--- src/rtl/plp_pkg.sv ---
`default_nettype none
// ----------------------------------------------------------------------------
// plp_pkg: shared types and constants of the piecewise linear profile unit
// Field widths, request and status codes, table entry layout, controller
// states and the divider handoff.
// ----------------------------------------------------------------------------
package plp_pkg;

	// Field widths.
	localparam int TIME_W   = 16;
	localparam int TEMP_W   = 20;
	localparam int INDEX_W  = 4;
	localparam int COUNT_W  = 5;
	localparam int STATUS_W = 2;

	// Default table depth.
	localparam int MAX_POINTS_DEF = 16;

	// Reset value of the active point count.
	localparam logic [COUNT_W-1:0] POINTS_RESET = 5'd2;

	// Arithmetic widths: temperature difference, time difference, product.
	localparam int DY_W   = TEMP_W + 1;
	localparam int DT_W   = TIME_W + 1;
	localparam int PROD_W = DY_W + DT_W;
	// Product magnitude is below 2^20 * 2^16, so 36 bits hold it.
	localparam int MAG_W  = TEMP_W + TIME_W;

	// Saturation limits of the temperature field.
	localparam logic signed [PROD_W-1:0] TEMP_MIN = -(PROD_W'(1) <<< (TEMP_W - 1));
	localparam logic signed [PROD_W-1:0] TEMP_MAX = (PROD_W'(1) <<< (TEMP_W - 1)) - 1;

	// Request codes.
	localparam logic REQ_WRITE = 1'b0;
	localparam logic REQ_QUERY = 1'b1;

	// Result status codes.
	localparam logic [STATUS_W-1:0] STATUS_INTERP = 2'd0;
	localparam logic [STATUS_W-1:0] STATUS_HELD   = 2'd1;
	localparam logic [STATUS_W-1:0] STATUS_WRITE  = 2'd2;

	// One breakpoint as stored in the table.
	typedef struct packed {
		logic        [TIME_W-1:0] pt_time;
		logic signed [TEMP_W-1:0] pt_temp;
	} entry_t;

	// Divider result handoff.
	typedef struct packed {
		logic             done;
		logic             neg;
		logic [MAG_W-1:0] mag;
	} div_result_t;

	// Controller states.
	typedef enum logic [2:0] {
		ST_IDLE,
		ST_READ,
		ST_MUL,
		ST_START,
		ST_DIV,
		ST_RESULT
	} state_t;

endpackage : plp_pkg
`default_nettype wire

--- src/rtl/plp_table.sv ---
`default_nettype none
// ----------------------------------------------------------------------------
// plp_table: breakpoint table
// Synchronous memory with one write port and one registered read port.
// ----------------------------------------------------------------------------
module plp_table #(
	parameter int DEPTH = plp_pkg::MAX_POINTS_DEF,
	parameter int AW    = (DEPTH > 1) ? $clog2(DEPTH) : 1
) (
	input  wire                  clk,
	input  wire                  we,
	input  wire [AW-1:0]         waddr,
	input  wire plp_pkg::entry_t wdata,
	input  wire [AW-1:0]         raddr,
	output plp_pkg::entry_t      rdata
);
	import plp_pkg::*;

	entry_t mem [DEPTH];
	entry_t rdata_q;

	// Write port.
	always_ff @(posedge clk) begin
		if (we) begin
			mem[waddr] <= wdata;
		end
	end

	// Read port, registered.
	always_ff @(posedge clk) begin
		rdata_q <= mem[raddr];
	end

	assign rdata = rdata_q;

endmodule : plp_table
`default_nettype wire

--- src/rtl/plp_div.sv ---
`default_nettype none
// ----------------------------------------------------------------------------
// plp_div: iterative signed divider
// Restoring division of magnitudes, one quotient bit per cycle. The quotient
// truncates toward zero; the sign is returned beside the magnitude.
// ----------------------------------------------------------------------------
module plp_div (
	input  wire                                     clk,
	input  wire                                     arst_n,
	input  wire                                     start,
	input  wire signed [plp_pkg::PROD_W-1:0]        dividend,
	input  wire signed [plp_pkg::DT_W-1:0]          divisor,
	output plp_pkg::div_result_t                    result
);
	import plp_pkg::*;

	localparam int CNT_W = $clog2(MAG_W + 1);

	logic [CNT_W-1:0]    cnt_q;
	logic                done_q;
	logic                neg_q;
	logic [MAG_W-1:0]    quo_q;
	logic [TIME_W:0]     rem_q;
	logic [TIME_W-1:0]   dmag_q;

	logic [PROD_W-1:0]   nabs;
	logic [DT_W-1:0]     dabs;
	logic [TIME_W:0]     rem_sh;
	logic                fits;

	// Operand magnitudes.
	assign nabs = dividend[PROD_W-1] ? PROD_W'(-dividend) : PROD_W'(dividend);
	assign dabs = divisor[DT_W-1] ? DT_W'(-divisor) : DT_W'(divisor);

	// One restoring step: shift in the next dividend bit and try to subtract.
	assign rem_sh = {rem_q[TIME_W-1:0], quo_q[MAG_W-1]};
	assign fits   = (rem_sh >= {1'b0, dmag_q});

	// Step counter and completion pulse.
	always_ff @(posedge clk or negedge arst_n) begin
		if (!arst_n) begin
			cnt_q  <= '0;
			done_q <= 1'b0;
		end else begin
			done_q <= 1'b0;
			if (start) begin
				cnt_q <= CNT_W'(MAG_W);
			end else if (cnt_q != '0) begin
				cnt_q <= cnt_q - 1'b1;
				if (cnt_q == CNT_W'(1)) begin
					done_q <= 1'b1;
				end
			end
		end
	end

	// Datapath of the shift and subtract loop.
	always_ff @(posedge clk) begin
		if (start) begin
			quo_q  <= nabs[MAG_W-1:0];
			rem_q  <= '0;
			dmag_q <= dabs[TIME_W-1:0];
			neg_q  <= dividend[PROD_W-1] ^ divisor[DT_W-1];
		end else if (cnt_q != '0) begin
			quo_q <= {quo_q[MAG_W-2:0], fits};
			rem_q <= fits ? (rem_sh - {1'b0, dmag_q}) : rem_sh;
		end
	end

	assign result.done = done_q;
	assign result.neg  = neg_q;
	assign result.mag  = quo_q;

endmodule : plp_div
`default_nettype wire

--- src/rtl/piecewise_linear_profile_unit.sv ---
`default_nettype none
// ----------------------------------------------------------------------------
// piecewise_linear_profile_unit: temperature setpoint profile generator
// Loads breakpoints into a table and answers time queries by linear
// interpolation along the first segment that ends at or after the query.
// ----------------------------------------------------------------------------
// The unit handles one item at a time. A breakpoint write goes from idle
// straight to the result state. A query reads one table entry per cycle,
// starting at the first point, until it reaches the segment that covers
// the query time; it then registers the product in the multiply state,
// starts the bit-serial divider (36 quotient steps) and waits for its
// quotient. A query past the last point, or one that lands on a zero-length
// segment, needs only the table walk. The result sits in an output
// register, so a finished result that waits for the consumer does not
// block the next input transfer from being taken once the unit is back
// to idle.
// ----------------------------------------------------------------------------
module piecewise_linear_profile_unit #(
	parameter int MAX_POINTS = plp_pkg::MAX_POINTS_DEF
) (
	input  wire                                   clk,
	input  wire                                   arst_n,
	// Configuration write channel.
	input  wire                                   cfg_valid,
	output logic                                  cfg_ready,
	input  wire [plp_pkg::COUNT_W-1:0]            points_in_use,
	// Input channel.
	input  wire                                   in_valid,
	output logic                                  in_ready,
	input  wire                                   req_type,
	input  wire [plp_pkg::INDEX_W-1:0]            point_index,
	input  wire [plp_pkg::TIME_W-1:0]             point_time,
	input  wire signed [plp_pkg::TEMP_W-1:0]      point_temp,
	input  wire [plp_pkg::TIME_W-1:0]             query_time,
	// Output channel.
	output logic                                  out_valid,
	input  wire                                   out_ready,
	output logic signed [plp_pkg::TEMP_W-1:0]     temperature,
	output logic [plp_pkg::STATUS_W-1:0]          status
);
	import plp_pkg::*;

	localparam int AW = (MAX_POINTS > 1) ? $clog2(MAX_POINTS) : 1;

	state_t state_q, state_d;

	logic [COUNT_W-1:0]         points_q;
	logic [AW-1:0]              last_idx;
	logic [AW-1:0]              idx_q;
	logic [TIME_W-1:0]          query_q;
	logic [TIME_W-1:0]          prev_time_q;
	logic signed [TEMP_W-1:0]   prev_temp_q;
	logic signed [DY_W-1:0]     dy_q;
	logic signed [DT_W-1:0]     dt_q;
	logic signed [DT_W-1:0]     den_q;
	logic signed [PROD_W-1:0]   prod_c;
	logic signed [PROD_W-1:0]   prod_q;
	logic signed [PROD_W-1:0]   sum_q;
	logic [STATUS_W-1:0]        res_status_q;

	logic                       out_valid_q;
	logic signed [TEMP_W-1:0]   temperature_q;
	logic [STATUS_W-1:0]        status_q;

	logic                       in_xfer;
	logic                       out_free;
	logic                       covers;
	logic                       slot_ok;
	logic                       tbl_we;
	logic [AW-1:0]              tbl_raddr;
	entry_t                     tbl_wdata;
	entry_t                     tbl_rdata;
	logic                       div_start;
	div_result_t                div_res;
	logic signed [PROD_W-1:0]   quo_signed;

	// Saturate a wide sum to the temperature range.
	function automatic logic signed [TEMP_W-1:0] sat_temp(input logic signed [PROD_W-1:0] v);
		if (v < TEMP_MIN) begin
			return TEMP_MIN[TEMP_W-1:0];
		end else if (v > TEMP_MAX) begin
			return TEMP_MAX[TEMP_W-1:0];
		end else begin
			return v[TEMP_W-1:0];
		end
	endfunction

	// Configuration register; writes are always taken.
	assign cfg_ready = 1'b1;

	always_ff @(posedge clk or negedge arst_n) begin
		if (!arst_n) begin
			points_q <= POINTS_RESET;
		end else if (cfg_valid) begin
			points_q <= points_in_use;
		end
	end

	// Index of the last active point, with the count clamped to the table.
	always_comb begin
		if (32'(points_q) <= 32'd2) begin
			last_idx = AW'(1);
		end else if (32'(points_q) >= MAX_POINTS) begin
			last_idx = AW'(MAX_POINTS - 1);
		end else begin
			last_idx = AW'(points_q - 5'd1);
		end
	end

	// Handshake helpers.
	assign in_xfer  = in_valid && in_ready;
	assign out_free = !out_valid_q || out_ready;
	assign slot_ok  = (32'(point_index) < MAX_POINTS);
	assign covers   = (query_q <= tbl_rdata.pt_time);

	// Breakpoint table.
	assign tbl_we              = in_xfer && (req_type == REQ_WRITE) && slot_ok;
	assign tbl_wdata.pt_time   = point_time;
	assign tbl_wdata.pt_temp   = point_temp;
	assign tbl_raddr           = (state_q == ST_IDLE) ? '0 : AW'(idx_q + 1'b1);

	plp_table #(
		.DEPTH (MAX_POINTS),
		.AW    (AW)
	) u_table (
		.clk   (clk),
		.we    (tbl_we),
		.waddr (AW'(point_index)),
		.wdata (tbl_wdata),
		.raddr (tbl_raddr),
		.rdata (tbl_rdata)
	);

	// Divider for the interpolation quotient.
	plp_div u_div (
		.clk      (clk),
		.arst_n   (arst_n),
		.start    (div_start),
		.dividend (prod_q),
		.divisor  (den_q),
		.result   (div_res)
	);

	assign quo_signed = div_res.neg ? -PROD_W'(div_res.mag) : PROD_W'(div_res.mag);
	assign prod_c     = dy_q * dt_q;

	// Next state.
	always_comb begin
		state_d = state_q;
		case (state_q)
			ST_IDLE: begin
				if (in_xfer) begin
					state_d = (req_type == REQ_WRITE) ? ST_RESULT : ST_READ;
				end
			end
			ST_READ: begin
				if (idx_q != '0) begin
					if (covers) begin
						state_d = (tbl_rdata.pt_time == prev_time_q) ? ST_RESULT : ST_MUL;
					end else if (idx_q == last_idx) begin
						state_d = ST_RESULT;
					end
				end
			end
			ST_MUL:    state_d = ST_START;
			ST_START:  state_d = ST_DIV;
			ST_DIV: begin
				if (div_res.done) begin
					state_d = ST_RESULT;
				end
			end
			ST_RESULT: begin
				if (out_free) begin
					state_d = ST_IDLE;
				end
			end
			default:   state_d = ST_IDLE;
		endcase
	end

	// State outputs.
	always_comb begin
		in_ready  = 1'b0;
		div_start = 1'b0;
		case (state_q)
			ST_IDLE:  in_ready  = 1'b1;
			ST_START: div_start = 1'b1;
			default: begin
				in_ready  = 1'b0;
				div_start = 1'b0;
			end
		endcase
	end

	always_ff @(posedge clk or negedge arst_n) begin
		if (!arst_n) begin
			state_q <= ST_IDLE;
		end else begin
			state_q <= state_d;
		end
	end

	// Segment walk, difference terms, product and sum.
	always_ff @(posedge clk) begin
		case (state_q)
			ST_IDLE: begin
				idx_q        <= '0;
				query_q      <= query_time;
				sum_q        <= '0;
				res_status_q <= STATUS_WRITE;
			end
			ST_READ: begin
				if (idx_q == '0 || (!covers && idx_q != last_idx)) begin
					prev_time_q <= tbl_rdata.pt_time;
					prev_temp_q <= tbl_rdata.pt_temp;
					idx_q       <= AW'(idx_q + 1'b1);
				end else if (covers) begin
					// Covering segment: set up the difference terms; a zero-length segment returns its end temperature.
					sum_q        <= PROD_W'(tbl_rdata.pt_temp);
					res_status_q <= STATUS_INTERP;
					dy_q  <= DY_W'(tbl_rdata.pt_temp) - DY_W'(prev_temp_q);
					dt_q  <= $signed({1'b0, query_q}) - $signed({1'b0, prev_time_q});
					den_q <= $signed({1'b0, tbl_rdata.pt_time}) - $signed({1'b0, prev_time_q});
				end else begin
					// Past the last point: hold its temperature.
					sum_q        <= PROD_W'(tbl_rdata.pt_temp);
					res_status_q <= STATUS_HELD;
				end
			end
			ST_MUL: begin
				prod_q <= prod_c;
			end
			ST_DIV: begin
				if (div_res.done) begin
					sum_q <= PROD_W'(prev_temp_q) + quo_signed;
				end
			end
			default: begin
				sum_q <= sum_q;
			end
		endcase
	end

	// Output register.
	always_ff @(posedge clk or negedge arst_n) begin
		if (!arst_n) begin
			out_valid_q <= 1'b0;
		end else if (state_q == ST_RESULT && out_free) begin
			out_valid_q <= 1'b1;
		end else if (out_ready) begin
			out_valid_q <= 1'b0;
		end
	end

	always_ff @(posedge clk) begin
		if (state_q == ST_RESULT && out_free) begin
			temperature_q <= sat_temp(sum_q);
			status_q      <= res_status_q;
		end
	end

	assign out_valid   = out_valid_q;
	assign temperature = temperature_q;
	assign status      = status_q;

endmodule : piecewise_linear_profile_unit
`default_nettype wire

--- config.mk ---
export PLATFORM = sky130hd
export DESIGN_NAME = piecewise_linear_profile_unit
export DESIGN_NICKNAME = d
export VERILOG_FILES = /design/src/rtl/plp_pkg.sv /design/src/rtl/plp_table.sv /design/src/rtl/plp_div.sv /design/src/rtl/piecewise_linear_profile_unit.sv
export SDC_FILE = /design/constraint.sdc
export NUM_CORES = 2
export LEC_CHECK = 0
export BUFFER_PORTS_ARGS = -buffer_cell sky130_fd_sc_hd__buf_2
export CAP_MARGIN = 30
export CELL_PAD_IN_SITES_DETAIL_PLACEMENT = 0
export CELL_PAD_IN_SITES_GLOBAL_PLACEMENT = 1
export CORE_ASPECT_RATIO = 0.8
export CORE_UTILIZATION = 26
export DETAILED_ROUTE_END_ITERATION = 10
export PLACE_DENSITY_LB_ADDON = 0.1
export REMOVE_ABC_BUFFERS = 1
export SYNTH_ARGS = -nofsm -noshare
export SYNTH_HDL_FRONTEND = slang
export SYNTH_HIERARCHICAL = 1
export SYNTH_SLANG_ARGS = --single-unit
--- constraint.sdc ---
create_clock -name clk -period 14 [get_ports clk]
set_input_delay 2.8 -clock clk [delete_from_list [all_inputs] [get_ports clk]]
set_output_delay 2.8 -clock clk [all_outputs]
set_load 0.03 [all_outputs]
==> reports/metrics.yaml <==
min_to: "prev_temp_q[0]"
crit_top_cell: "fa_1"
cts.path.max_buffers: 3
p_leak_nw: 23.00
reg2regPathDepth: 20
crit_path_max_fanout: 17
die_y_um: 406.8
post-place-ws_ns: 6.176
cap_violations: 0
hold_depth: 0
cp-end-kind: "register"
worstPathCellList: "clkinv_1, nor2_1, fa_1, fa_1, fa_1, fa_1, fa_1, inv_1, fa_1, inv_1, ha_1, and3_1, and3_1, nor2b_1, nand2_1, o211ai_1, a22oi_1, a2111oi_0, or4_1, nand3_1"
synth_warnings: 6
wl_per_cell_um: 22.36
syn_avg_cell_area_sq_um: 12.88
status: "finished, final reports clean"
cp_data_required_time_ns: 14.45
netlist_instances: 4135
dr_total_vias: 31790
layout-drive-gt1-share_pct: 12.04
cts-root-buf: "clkbuf_16"
grt_use_total_pct: 15.43
initial_utilization_pct: 26.17
numClockSinks: 907
post-route-period-util_pct: 55.32
tightest_slew_ns: 0.9544
grt_max_degree: 59
slew_headroom_pct: 35.88
fin_hold_ws_ns: 0.4474
path_class: "reg -> reg"
timing.rr.start: "dt_q[16]"
fin_nets: 4895
ff_latch_area_sq_um: 26640
ff2ff_setup_slack_ns: 6.25
fin_crit_ns: 7.745
hold_buffers: 0
mostFrequentLayoutCells: "edfxtp_1, inv_1, fa_1"
gp_congestion: 0.7620
peakVddDrop_mv: 0.08833
fillCellCount: 20660
fmax_mhz: 129.1
mostFrequentLayoutCell: "edfxtp_1"
postCtsSetupRepairBufs: 0
io_pins: 92
final_cells: 7029
drt-total-wl_um: 157100
dp_hpwl_um: 107900
drt_iter0_drc: 1993
slew_violations: 0
hold_start: "u_table/rdata[0]"
portBuffers: 90
grt-ovfl-total: 0
rows: 148
cts_tree: "yes"
dp.cells: 6839
fin_ws_ns: 6.255
die-area_sq_um: 206700
antenna_found_initial: 16
drc: 0
setup_viol: 0
clk_pin_slew_ns: 0.06
cp-start-kind: "register"
multi_input_area_sq_um: 24080
power_density_nw_per_um2: 92.91
die_w_um: 508.0
path_buf_inv: 3
setup-tns-final_ns: 0
ctsResizeCount: 0
finalHoldViolCount: 0
hp-class: "reg -> reg"
totalPowerFinal_mw: 5.620
clkLatencyLatePin_ns: 0.75
core_sq_um: 203500
crit_slowest_cell: "clkinv_1"
cts_htree_levels: 3
postRouteAntennaNets: 0
syn_to_final_growth_pct: 13.56
max_stage_delay_ns: 0.71
via_per_inst: 4.523
timing.rr.end: "prod_q[34]"
synth_area_sq_um: 53260
crit_family: "adder cells"
cp.arrival_ns: 8.19
cts_buffers: 98
rsz0062_at_grt: "no"
grt_pass1_vias: 33340
first_pass_iters: 5
skew_ns: 0.06142
grt_pass1_wl_um: 233000
==> state kept, by name (all words and copies together), names as in the netlist, 17 cells and up <==
name	flops
u_table/mem	576
sum_q	38
prod_q	37
u_div/quo_q	36
u_table/rdata	36
dy_q	21
prev_temp_q	20
temperature	20
den_q	17
dt_q	17
==> layout make-up <==
| type | instances | share of cell area (%) |
|---|---|---|
| timing repair buffer | 164 | 1.864 |
| multi-input combinational | 2535 | 39.81 |
| sequential | 907 | 44.04 |
| clock buffer | 122 | 4.340 |
| inverter | 538 | 3.339 |
| clock inverter | 62 | 1.018 |
| tap | 2700 | 5.585 |
| antenna | 1 | 0.004137 |
==> layer usage <==
layer | vias to the layer above | track usage, % | wire, um
met4 | 2 | 2.969 | 2722
met5 | - | 0 | 13
met1 | 16420 | 23.27 | 80520
li1 | 14790 | - | -
met2 | 421 | 23.66 | 69240
met3 | 161 | 1.855 | 4632
==> through the flow <==
step	utilization [%]	cell area (sq um)
2_1_floorplan	-	52580
3_3_place_gp	28.04	57050
3_5_place_dp	28.07	57120
4_1_cts	29.66	60360
5_1_grt	29.72	60490
6_report	29.72	60490
==> how the worst max path moves through the flow <==
stage                     slack (ns)                to       start  depth (start not counted)
after global placement          6.35        prod_q[34]    dt_q[16]                         18
after global routing            5.67        prod_q[34]    dt_q[16]                         20
after detailed placement        6.18        prod_q[34]    dt_q[16]                         20
final                           6.25        prod_q[34]    dt_q[16]                         20
after CTS                       6.10        prod_q[34]    dt_q[16]                         20
after floorplan                 0.92  u_table/rdata[0]  state_q[0]                          6
==> power by group <==
group	internal [mW]	leakage [nW]	total, mW	switching (mW)
Clock	1.46	1.58	2.63	1.17
Combinational	0.0111	13.1	0.0432	0.0321
Sequential	2.95	8.27	2.95	0.00170
Total	4.42	23.0	5.62	1.20
==> worst register-to-register path, cell delays in order (launching register included) <==
cell       delay [ns]
edfxtp_1         0.60
clkinv_1         0.72
nor2_1           0.47
fa_1             0.48
fa_1             0.48
fa_1             0.50
fa_1             0.52
fa_1             0.54
inv_1            0.05
fa_1             0.56
inv_1            0.05
ha_1             0.40
and3_1           0.29
and3_1           0.21
nor2b_1          0.19
nand2_1          0.09
o211ai_1         0.13
a22oi_1          0.22
a2111oi_0        0.69
or4_1            0.20
nand3_1          0.06
No activity file was read; power rests on OpenSTA's default activity.
